`config.mk`:
```
export PLATFORM = sky130hd
export DESIGN_NAME = arp_reply_prefix_table
export DESIGN_NICKNAME = d
export VERILOG_FILES = /design/src/rtl/core/arpt_pkg.sv /design/src/rtl/core/arpt_ctrl.sv /design/src/rtl/core/arpt_dpath.sv /design/src/rtl/core/arp_reply_prefix_table.sv
export SDC_FILE = /design/constraint.sdc
export NUM_CORES = 2
export LEC_CHECK = 0
export ABC_AREA = 0
export ABC_CLOCK_PERIOD_IN_PS = 10550
export BUFFER_PORTS_ARGS = -buffer_cell sky130_fd_sc_hd__buf_2
export CAP_MARGIN = 20
export CORE_MARGIN = 2
export CORE_UTILIZATION = 55
export CTS_CLUSTER_DIAMETER = 40
export DETAILED_ROUTE_END_ITERATION = 16
export MAX_ROUTING_LAYER = met4
export PLACE_DENSITY = 0.85
export SYNTH_ARGS = -nofsm -noshare
export SYNTH_HDL_FRONTEND = slang
export SYNTH_SLANG_ARGS = --single-unit
```
`constraint.sdc`:
```
create_clock -name i_clk -period 10.55 [get_ports i_clk]
set_input_delay 0.5275 -clock i_clk [delete_from_list [all_inputs] [get_ports i_clk]]
set_output_delay 0.5275 -clock i_clk [all_outputs]
set_load 0.01 [all_outputs]
```
`src/rtl/core/arpt_pkg.sv`:
```
// Package for the ARP reply prefix table: command/status structs, codes, constants.
// No dependencies; imported by arpt_ctrl, arpt_dpath and arp_reply_prefix_table.
package arpt_pkg;

    localparam int IN_DATA_W  = 280;
    localparam int IN_USER_W  = 2;
    localparam int OUT_DATA_W = 168;
    localparam int OUT_USER_W = 2;

    localparam logic [1:0] CMD_FRAME  = 2'd0;
    localparam logic [1:0] CMD_ADD    = 2'd1;
    localparam logic [1:0] CMD_REMOVE = 2'd2;

    localparam logic [1:0] ST_OK        = 2'd0;
    localparam logic [1:0] ST_FULL      = 2'd1;
    localparam logic [1:0] ST_NOT_FOUND = 2'd2;

    localparam logic [13:0] MIN_ARP_FRAME = 14'd42;
    localparam logic [15:0] ETH_TYPE_ARP  = 16'h0806;
    localparam logic [15:0] ETH_TYPE_IPV4 = 16'h0800;
    localparam logic [15:0] HW_ETHERNET   = 16'h0001;
    localparam logic [15:0] OP_REQUEST    = 16'h0001;
    localparam logic [5:0]  MAX_PFX_LEN   = 6'd32;

    typedef struct packed {
        logic [31:0] prefix;
        logic [5:0]  len;
        logic [47:0] mac;
    } t_slot;

    typedef struct packed {
        logic load;
        logic rd_en;
        logic commit;
    } t_ctl_cmd;

    typedef struct packed {
        logic slot_free;
    } t_ctl_sts;

    function automatic logic [31:0] len_to_mask(input logic [5:0] len);
        logic [31:0] ones;
        ones = '1;
        if (len == 6'd0) begin
            return 32'd0;
        end
        return ones << (MAX_PFX_LEN - len);
    endfunction

endpackage

```
`src/rtl/core/arpt_ctrl.sv`:
```
// Controller of the ARP reply prefix table: accepts an item, sweeps the table, commits.
// Depends on arpt_pkg; drives arpt_dpath through t_ctl_cmd and the read address.
module arpt_ctrl #(
    parameter int TABLE_ENTRIES = 16,
    parameter int IW = 4
) (
    input  logic              i_clk,
    input  logic              i_rst_n,
    input  logic              i_in_valid,
    output logic              o_in_ready,
    output arpt_pkg::t_ctl_cmd o_cmd,
    output logic [IW-1:0]     o_rd_addr,
    input  arpt_pkg::t_ctl_sts i_sts
);
    import arpt_pkg::*;

    typedef enum logic [1:0] {
        S_IDLE,
        S_SCAN,
        S_DRAIN,
        S_COMMIT
    } t_state;

    localparam logic [IW-1:0] LAST_ADDR = IW'(TABLE_ENTRIES - 1);

    t_state        r_state;
    logic [IW-1:0] r_addr;

    always_ff @(posedge i_clk) begin
        if (!i_rst_n) begin
            r_state <= S_IDLE;
            r_addr  <= '0;
        end else begin
            case (r_state)
                S_IDLE: begin
                    r_addr <= '0;
                    if (i_in_valid) begin
                        r_state <= S_SCAN;
                    end
                end
                S_SCAN: begin
                    if (r_addr == LAST_ADDR) begin
                        r_state <= S_DRAIN;
                    end else begin
                        r_addr <= r_addr + 1'b1;
                    end
                end
                S_DRAIN: begin
                    r_state <= S_COMMIT;
                end
                S_COMMIT: begin
                    if (i_sts.slot_free) begin
                        r_state <= S_IDLE;
                    end
                end
                default: begin
                    r_state <= S_IDLE;
                end
            endcase
        end
    end

    assign o_in_ready    = (r_state == S_IDLE);
    assign o_rd_addr     = r_addr;
    assign o_cmd.load    = (r_state == S_IDLE) && i_in_valid;
    assign o_cmd.rd_en   = (r_state == S_SCAN);
    assign o_cmd.commit  = (r_state == S_COMMIT) && i_sts.slot_free;

endmodule

```
`src/rtl/core/arpt_dpath.sv`:
```
// Datapath of the ARP reply prefix table: item register, slot memory, match tracking,
// result register. Depends on arpt_pkg; sequenced by arpt_ctrl.
module arpt_dpath #(
    parameter int TABLE_ENTRIES = 16,
    parameter int IW = 4
) (
    input  logic                            i_clk,
    input  logic                            i_rst_n,
    input  arpt_pkg::t_ctl_cmd              i_cmd,
    input  logic [IW-1:0]                   i_rd_addr,
    output arpt_pkg::t_ctl_sts              o_sts,
    input  logic [arpt_pkg::IN_DATA_W-1:0]  i_in_data,
    input  logic [arpt_pkg::IN_USER_W-1:0]  i_in_user,
    output logic                            o_out_valid,
    input  logic                            i_out_ready,
    output logic [arpt_pkg::OUT_DATA_W-1:0] o_out_data,
    output logic [arpt_pkg::OUT_USER_W-1:0] o_out_user
);
    import arpt_pkg::*;

    // item fields
    logic [1:0]  r_cmd;
    logic        r_hdr_ok;
    logic [47:0] r_smac;
    logic [31:0] r_sip;
    logic [31:0] r_tip;
    logic [31:0] r_pfx;
    logic [5:0]  r_len;
    logic [47:0] r_emac;

    logic [5:0]  n_len;
    logic        n_hdr_ok;

    always_comb begin
        n_len = (i_in_data[227:222] > MAX_PFX_LEN) ? MAX_PFX_LEN : i_in_data[227:222];
        n_hdr_ok = (i_in_data[13:0] >= MIN_ARP_FRAME) &&
                   (i_in_data[29:14] == ETH_TYPE_ARP) &&
                   (i_in_data[45:30] == HW_ETHERNET) &&
                   (i_in_data[61:46] == ETH_TYPE_IPV4) &&
                   (i_in_data[77:62] == OP_REQUEST);
    end

    always_ff @(posedge i_clk) begin
        if (i_cmd.load) begin
            r_cmd    <= i_in_user;
            r_hdr_ok <= n_hdr_ok;
            r_smac   <= i_in_data[125:78];
            r_sip    <= i_in_data[157:126];
            r_tip    <= i_in_data[189:158];
            r_len    <= n_len;
            r_pfx    <= i_in_data[221:190] & len_to_mask(n_len);
            r_emac   <= i_in_data[275:228];
        end
    end

    // slot memory, registered read
    t_slot                     r_mem [TABLE_ENTRIES];
    logic [TABLE_ENTRIES-1:0]  r_valid;
    t_slot                     r_rd;
    logic                      r_beat;
    logic                      r_rd_vld;
    logic [IW-1:0]             r_rd_idx;

    always_ff @(posedge i_clk) begin
        if (i_cmd.rd_en) begin
            r_rd <= r_mem[i_rd_addr];
        end
    end

    always_ff @(posedge i_clk) begin
        if (!i_rst_n) begin
            r_beat   <= 1'b0;
            r_rd_vld <= 1'b0;
            r_rd_idx <= '0;
        end else begin
            r_beat   <= i_cmd.rd_en;
            r_rd_vld <= r_valid[i_rd_addr];
            r_rd_idx <= i_rd_addr;
        end
    end

    // per-slot evaluation
    logic r_best_found;
    logic [5:0] r_best_len;
    logic [47:0] r_best_mac;
    logic r_match_found;
    logic [IW-1:0] r_match_idx;
    logic r_free_found;
    logic [IW-1:0] r_free_idx;

    logic lpm_take;
    logic exact_hit;

    always_comb begin
        lpm_take  = r_rd_vld &&
                    ((r_tip & len_to_mask(r_rd.len)) == r_rd.prefix) &&
                    (!r_best_found || (r_rd.len > r_best_len));
        exact_hit = r_rd_vld && (r_rd.prefix == r_pfx) && (r_rd.len == r_len);
    end

    always_ff @(posedge i_clk) begin
        if (!i_rst_n) begin
            r_best_found  <= 1'b0;
            r_match_found <= 1'b0;
            r_free_found  <= 1'b0;
        end else if (i_cmd.load) begin
            r_best_found  <= 1'b0;
            r_match_found <= 1'b0;
            r_free_found  <= 1'b0;
        end else if (r_beat) begin
            if (lpm_take) begin
                r_best_found <= 1'b1;
            end
            if (exact_hit && !r_match_found) begin
                r_match_found <= 1'b1;
            end
            if (!r_rd_vld && !r_free_found) begin
                r_free_found <= 1'b1;
            end
        end
    end

    always_ff @(posedge i_clk) begin
        if (r_beat) begin
            if (lpm_take) begin
                r_best_len <= r_rd.len;
                r_best_mac <= r_rd.mac;
            end
            if (exact_hit && !r_match_found) begin
                r_match_idx <= r_rd_idx;
            end
            if (!r_rd_vld && !r_free_found) begin
                r_free_idx <= r_rd_idx;
            end
        end
    end

    // commit: table update and result
    logic          wr_en;
    logic [IW-1:0] wr_idx;
    logic          clr_en;
    logic          hit;
    logic [OUT_DATA_W-1:0] n_out_data;
    logic [OUT_USER_W-1:0] n_out_user;

    always_comb begin
        wr_en      = 1'b0;
        clr_en     = 1'b0;
        wr_idx     = r_match_found ? r_match_idx : r_free_idx;
        hit        = r_hdr_ok && r_best_found;
        n_out_data = '0;
        n_out_user = '0;
        case (r_cmd)
            CMD_FRAME: begin
                n_out_user = {!hit, hit};
                if (hit) begin
                    n_out_data[47:0]    = r_smac;
                    n_out_data[95:48]   = r_best_mac;
                    n_out_data[127:96]  = r_tip;
                    n_out_data[159:128] = r_sip;
                end
            end
            CMD_ADD: begin
                if (r_match_found || r_free_found) begin
                    wr_en = i_cmd.commit;
                end else begin
                    n_out_data[161:160] = ST_FULL;
                end
            end
            CMD_REMOVE: begin
                if (r_match_found) begin
                    clr_en = i_cmd.commit;
                end else begin
                    n_out_data[161:160] = ST_NOT_FOUND;
                end
            end
            default: begin
                n_out_data = '0;
            end
        endcase
    end

    always_ff @(posedge i_clk) begin
        if (wr_en) begin
            r_mem[wr_idx] <= '{prefix: r_pfx, len: r_len, mac: r_emac};
        end
    end

    always_ff @(posedge i_clk) begin
        if (!i_rst_n) begin
            r_valid <= '0;
        end else if (wr_en) begin
            r_valid[wr_idx] <= 1'b1;
        end else if (clr_en) begin
            r_valid[r_match_idx] <= 1'b0;
        end
    end

    // result register
    logic                  r_out_valid;
    logic [OUT_DATA_W-1:0] r_out_data;
    logic [OUT_USER_W-1:0] r_out_user;

    always_ff @(posedge i_clk) begin
        if (!i_rst_n) begin
            r_out_valid <= 1'b0;
        end else if (i_cmd.commit) begin
            r_out_valid <= 1'b1;
        end else if (i_out_ready) begin
            r_out_valid <= 1'b0;
        end
    end

    always_ff @(posedge i_clk) begin
        if (i_cmd.commit) begin
            r_out_data <= n_out_data;
            r_out_user <= n_out_user;
        end
    end

    assign o_sts.slot_free = !r_out_valid || i_out_ready;
    assign o_out_valid     = r_out_valid;
    assign o_out_data      = r_out_data;
    assign o_out_user      = r_out_user;

endmodule

```
`src/rtl/core/arp_reply_prefix_table.sv`:
```
// An item is taken in the idle state; the controller then scans each table slot, drains the
// last registered read and commits, stalling in commit while an earlier result is pending.
// The result register lets the next item be taken while a result waits for transfer.
// Reset (i_rst_n low, synchronous): table empty, controller idle, no result pending.
// Top level of the ARP reply prefix table; depends on arpt_pkg, arpt_ctrl, arpt_dpath.
module arp_reply_prefix_table #(
    parameter int TABLE_ENTRIES = 16
) (
    input  logic                            i_clk,
    input  logic                            i_rst_n,
    input  logic                            i_s_axis_tvalid,
    output logic                            o_s_axis_tready,
    // frame_len, eth_type, hw_type, proto_type, arp_op, sender_mac, sender_ip,
    // tgt_ip, entry_prefix, entry_len, entry_mac, zero pad
    input  logic [arpt_pkg::IN_DATA_W-1:0]  i_s_axis_tdata,
    // cmd
    input  logic [arpt_pkg::IN_USER_W-1:0]  i_s_axis_tuser,
    output logic                            o_m_axis_tvalid,
    input  logic                            i_m_axis_tready,
    // reply_dst_mac, reply_src_mac, reply_sender_ip, reply_target_ip, status, zero pad
    output logic [arpt_pkg::OUT_DATA_W-1:0] o_m_axis_tdata,
    // reply_valid, pass_through
    output logic [arpt_pkg::OUT_USER_W-1:0] o_m_axis_tuser
);
    import arpt_pkg::*;

    localparam int IW = (TABLE_ENTRIES > 1) ? $clog2(TABLE_ENTRIES) : 1;

    t_ctl_cmd      ctl_cmd;
    t_ctl_sts      ctl_sts;
    logic [IW-1:0] rd_addr;

    arpt_ctrl #(
        .TABLE_ENTRIES (TABLE_ENTRIES),
        .IW            (IW)
    ) u_ctrl (
        .i_clk      (i_clk),
        .i_rst_n    (i_rst_n),
        .i_in_valid (i_s_axis_tvalid),
        .o_in_ready (o_s_axis_tready),
        .o_cmd      (ctl_cmd),
        .o_rd_addr  (rd_addr),
        .i_sts      (ctl_sts)
    );

    arpt_dpath #(
        .TABLE_ENTRIES (TABLE_ENTRIES),
        .IW            (IW)
    ) u_dpath (
        .i_clk       (i_clk),
        .i_rst_n     (i_rst_n),
        .i_cmd       (ctl_cmd),
        .i_rd_addr   (rd_addr),
        .o_sts       (ctl_sts),
        .i_in_data   (i_s_axis_tdata),
        .i_in_user   (i_s_axis_tuser),
        .o_out_valid (o_m_axis_tvalid),
        .i_out_ready (i_m_axis_tready),
        .o_out_data  (o_m_axis_tdata),
        .o_out_user  (o_m_axis_tuser)
    );

endmodule

```
==> impl_metrics.toml <==
[floorplan]
rows = 133
fp.dieW_um = 368
initial_utilization_pct = 55.4
coreArea_mm2 = 0.131
boundaryPins = 458
dieHeight_um = 368
die-area_mm2 = 0.135

[synth]
synth_cell_type_count = 76
yosys.area.top_type_share_pct = 78.0
synth_most_common_cell = "edfxtp_1"
synthesis.area_mm2 = 0.0727
synth_edf_count = 1889
syn_area_per_cell_um2 = 22.4
syn_inst = 3248
synth_compound_area_share_pct = 1.65
synth-seq-cells = 1921
synth-xor-area-share_pct = 0.711
ys_async_sr_fraction_pct = 0
synth_ff_type = "edfxtp_1"
ys_top_cells_by_count = "edfxtp_1 (1,889), mux4_2 (435), and2_1 (174), clkbuf_1 (101), nor2_1 (52)"
synth_top_family_by_area = "multiplexers"
yosys.area_share.simple_pct = 3.75
synth_area_leaders = "edfxtp_1 (78%), mux4_2 (13%), and2_1 (1.5%), dfxtp_1 (0.88%), xor2_1 (0.53%)"
seq_area_frac_synth_pct = 78.9
yosys_warnings = 0
yosysTopAreaCell = "edfxtp_1"
synth_fa_ha_area_share_pct = 0.379
synth_mux_area_share_pct = 13.6

[cells_and_area]
layout.nets = 4292
final_layout_size_suffix_gt1_share_pct = 31.6
fin_cells = 5910
areaGrowthSynthToFinish_pct = 17.6

[routing]
vias = 38100
drt_iter0_markers = 5933
drcViolationCount = 0
firstDrtPassIters = 8
via_per_inst = 6.44
ant_nets = 0
wl_per_cell_um = 33.0
drt-total-wl_um = 195000

[power]
power.leakage_nw = 27.6
p_per_area_mw_per_mm2 = 230
irDropWorstVdd_mv = 0.201
finalPower_mw = 19.7

[worst_hold_path]
hold_path_class = "input port to register"

[critical_path]
critPathRequiredTime_ns = 10.96
worstPathMaxFanout = 38
cp_top_family = "simple AND/OR/NAND/NOR gates"
cp.arrival_ns = 6.38
cp_slowest_stage_delay_ns = 0.81
cp_cell_sequence = "inv_1 > ha_1 > o21bai_1 > or2_2 > a311oi_2 > nor4b_1 > or3b_2 > or4b_1 > nor4_2 > buf_4 > buf_4"
critical_path_class = "register to register"
endpoint_kind = "register"
crit_slowest_cell = "edfxtp_1"
crit_top_cell = "buf_4"
path_buf_inv = 3
crit_path_start_kind = "register"

[clocking]
path_clk_slew_ns = 0.06
cts_buffer_depth = 3
insertion_delay_ns = 0.84
cts_tree = "yes"
h-tree-depth = 4
clock_sinks = 1921
cts_buffers = 197
ctsRootBufferMaster = "clkbuf_16"
cts_resized = 0

[placement]
preCtsSetupSlack_ns = 4.73
place.gp.congestion = 0.940
place_inst = 5371
hpwl_um = 103000
port_buffers = 446

[timing]
finClkSkew_ns = 0.0568
finalWorstSetupSlack_ns = 4.59
slew_viol_final = 0
max_clock_freq_ghz = 0.168
hold-worst-slack_ns = 0.0372
fin_tns_setup_ns = 0
finalCritPeriodShare_pct = 56.5
period_minus_slack_ns = 5.96
worst_slew_margin_rel_pct = 22.5
hold_violations = 0
worstMarginPinSlew_ns = 1.16
grt_setup_unrepaired = "false"
setup_viol = 0

[grt]
grt_pass1_vias = 39200
grt_pass1_wl_um = 278000
track_usage_pct = 29.9
antenna_found_initial = 14
grt_max_degree = 156
overflow = 0

[run]
cap_violations = 0

[status]
status = "completed"
final timing paths:
path / depth (start not counted) / end / from / slack (ns)
max: 11 / u_dpath.r_best_mac[5] / u_dpath.r_rd[48] / 4.59
min reg2reg: 0 / u_dpath.r_best_mac[8] / u_dpath.r_rd[8] / 0.41
max reg2reg: 11 / u_dpath.r_best_mac[5] / u_dpath.r_rd[48] / 4.59
min: 2 / u_dpath.r_pfx[10] / i_s_axis_tdata[200] / 0.04
power by group:
group | switching, mW | internal [mW]
clock | 3.01 | 4.04
sequential | 0.732 | 9.31
combinational | 1.36 | 1.22
total | 5.10 | 14.6
cells by family after synthesis:
logic type,count (synthesis)
compound gates,162
xor+xnor,59
fa+ha+maj,22
buf+inv,183
flops,1921
mux,441
other cells,1
simple gates,459
repair_timing:
item	4_1_cts	5_1_grt
hold buffers	167	0
endpoints found under the setup margin	0	0
buffers inserted	0	0
endpoints found under the hold margin	167	0
sequential cells by signal, summed over array words and instances (netlist names), 2 cells and up:
signal and cells:
u_ctrl.o_rd_addr 4, u_ctrl.r_state 2, u_dpath.o_out_data 162, u_dpath.o_out_user 2
u_dpath.r_best_len 6, u_dpath.r_best_mac 48, u_dpath.r_cmd 2, u_dpath.r_emac 48
u_dpath.r_free_idx 4, u_dpath.r_len 6, u_dpath.r_match_idx 4, u_dpath.r_mem 1376
u_dpath.r_pfx 32, u_dpath.r_rd 86, u_dpath.r_rd_idx 4, u_dpath.r_sip 32
u_dpath.r_smac 48, u_dpath.r_tip 32, u_dpath.r_valid 16
layer usage:
layer | track usage [%] | wire, um
met5 | - | 0
met2 | 47.7 | 97600
met3 | 6.24 | 20900
met1 | 37.3 | 67800
met4 | 13.1 | 8930
per-stage QoR:
step	utilization [%]	area [um2]
3_3_place_gp	58.8	77200
5_1_grt	65.1	85500
3_5_place_dp	58.8	77200
4_1_cts	65.1	85500
2_1_floorplan	-	72700
6_report	65.1	85500
cell type report:
type	count	area, um2
clock buffers	241	5260
diodes	9	22.5
flip-flops and latches	1921	57400
repair buffers	680	4450
multi-input cells	1149	14700
well taps	1755	2200
clock inverters	120	1320
fillers	7983	45800
inverters	35	139
layout by cell type, fill, tap and decap left out, drive strengths merged, types with 11 or more instances in the layout:
cell | Yosys | final
edfxtp | 1889 | 1889
buf | 47 | 513
mux4 | 435 | 435
clkbuf | 101 | 241
and2 | 174 | 174
dlygate4sd3 | 0 | 167
clkinv | 0 | 71
inv | 35 | 55
nor2 | 53 | 53
nand2 | 44 | 44
xor2 | 44 | 44
o21ai | 40 | 40
dfxtp | 32 | 32
nor4 | 28 | 28
and3 | 22 | 22
ha | 22 | 22
a21oi | 19 | 19
nand2b | 18 | 18
nand3 | 18 | 18
bufinv | 0 | 18
nor2b | 17 | 17
nor4b | 16 | 16
nand4 | 15 | 15
xnor2 | 15 | 15
o221a | 15 | 15
a31oi | 15 | 15
nor3 | 14 | 14
o21a | 11 | 11
clkinvlp | 0 | 11
worst reg2reg max path, stage by stage, from the launching register on:
cell and delay [ns]:
edfxtp_1 0.81, inv_1 0.21, ha_1 0.61, o21bai_1 0.44, or2_2 0.37, a311oi_2 0.31, nor4b_1 0.15, or3b_2 0.46
or4b_1 0.54, nor4_2 0.43, buf_4 0.45, buf_4 0.71
Power figures use the tool's default switching activity.
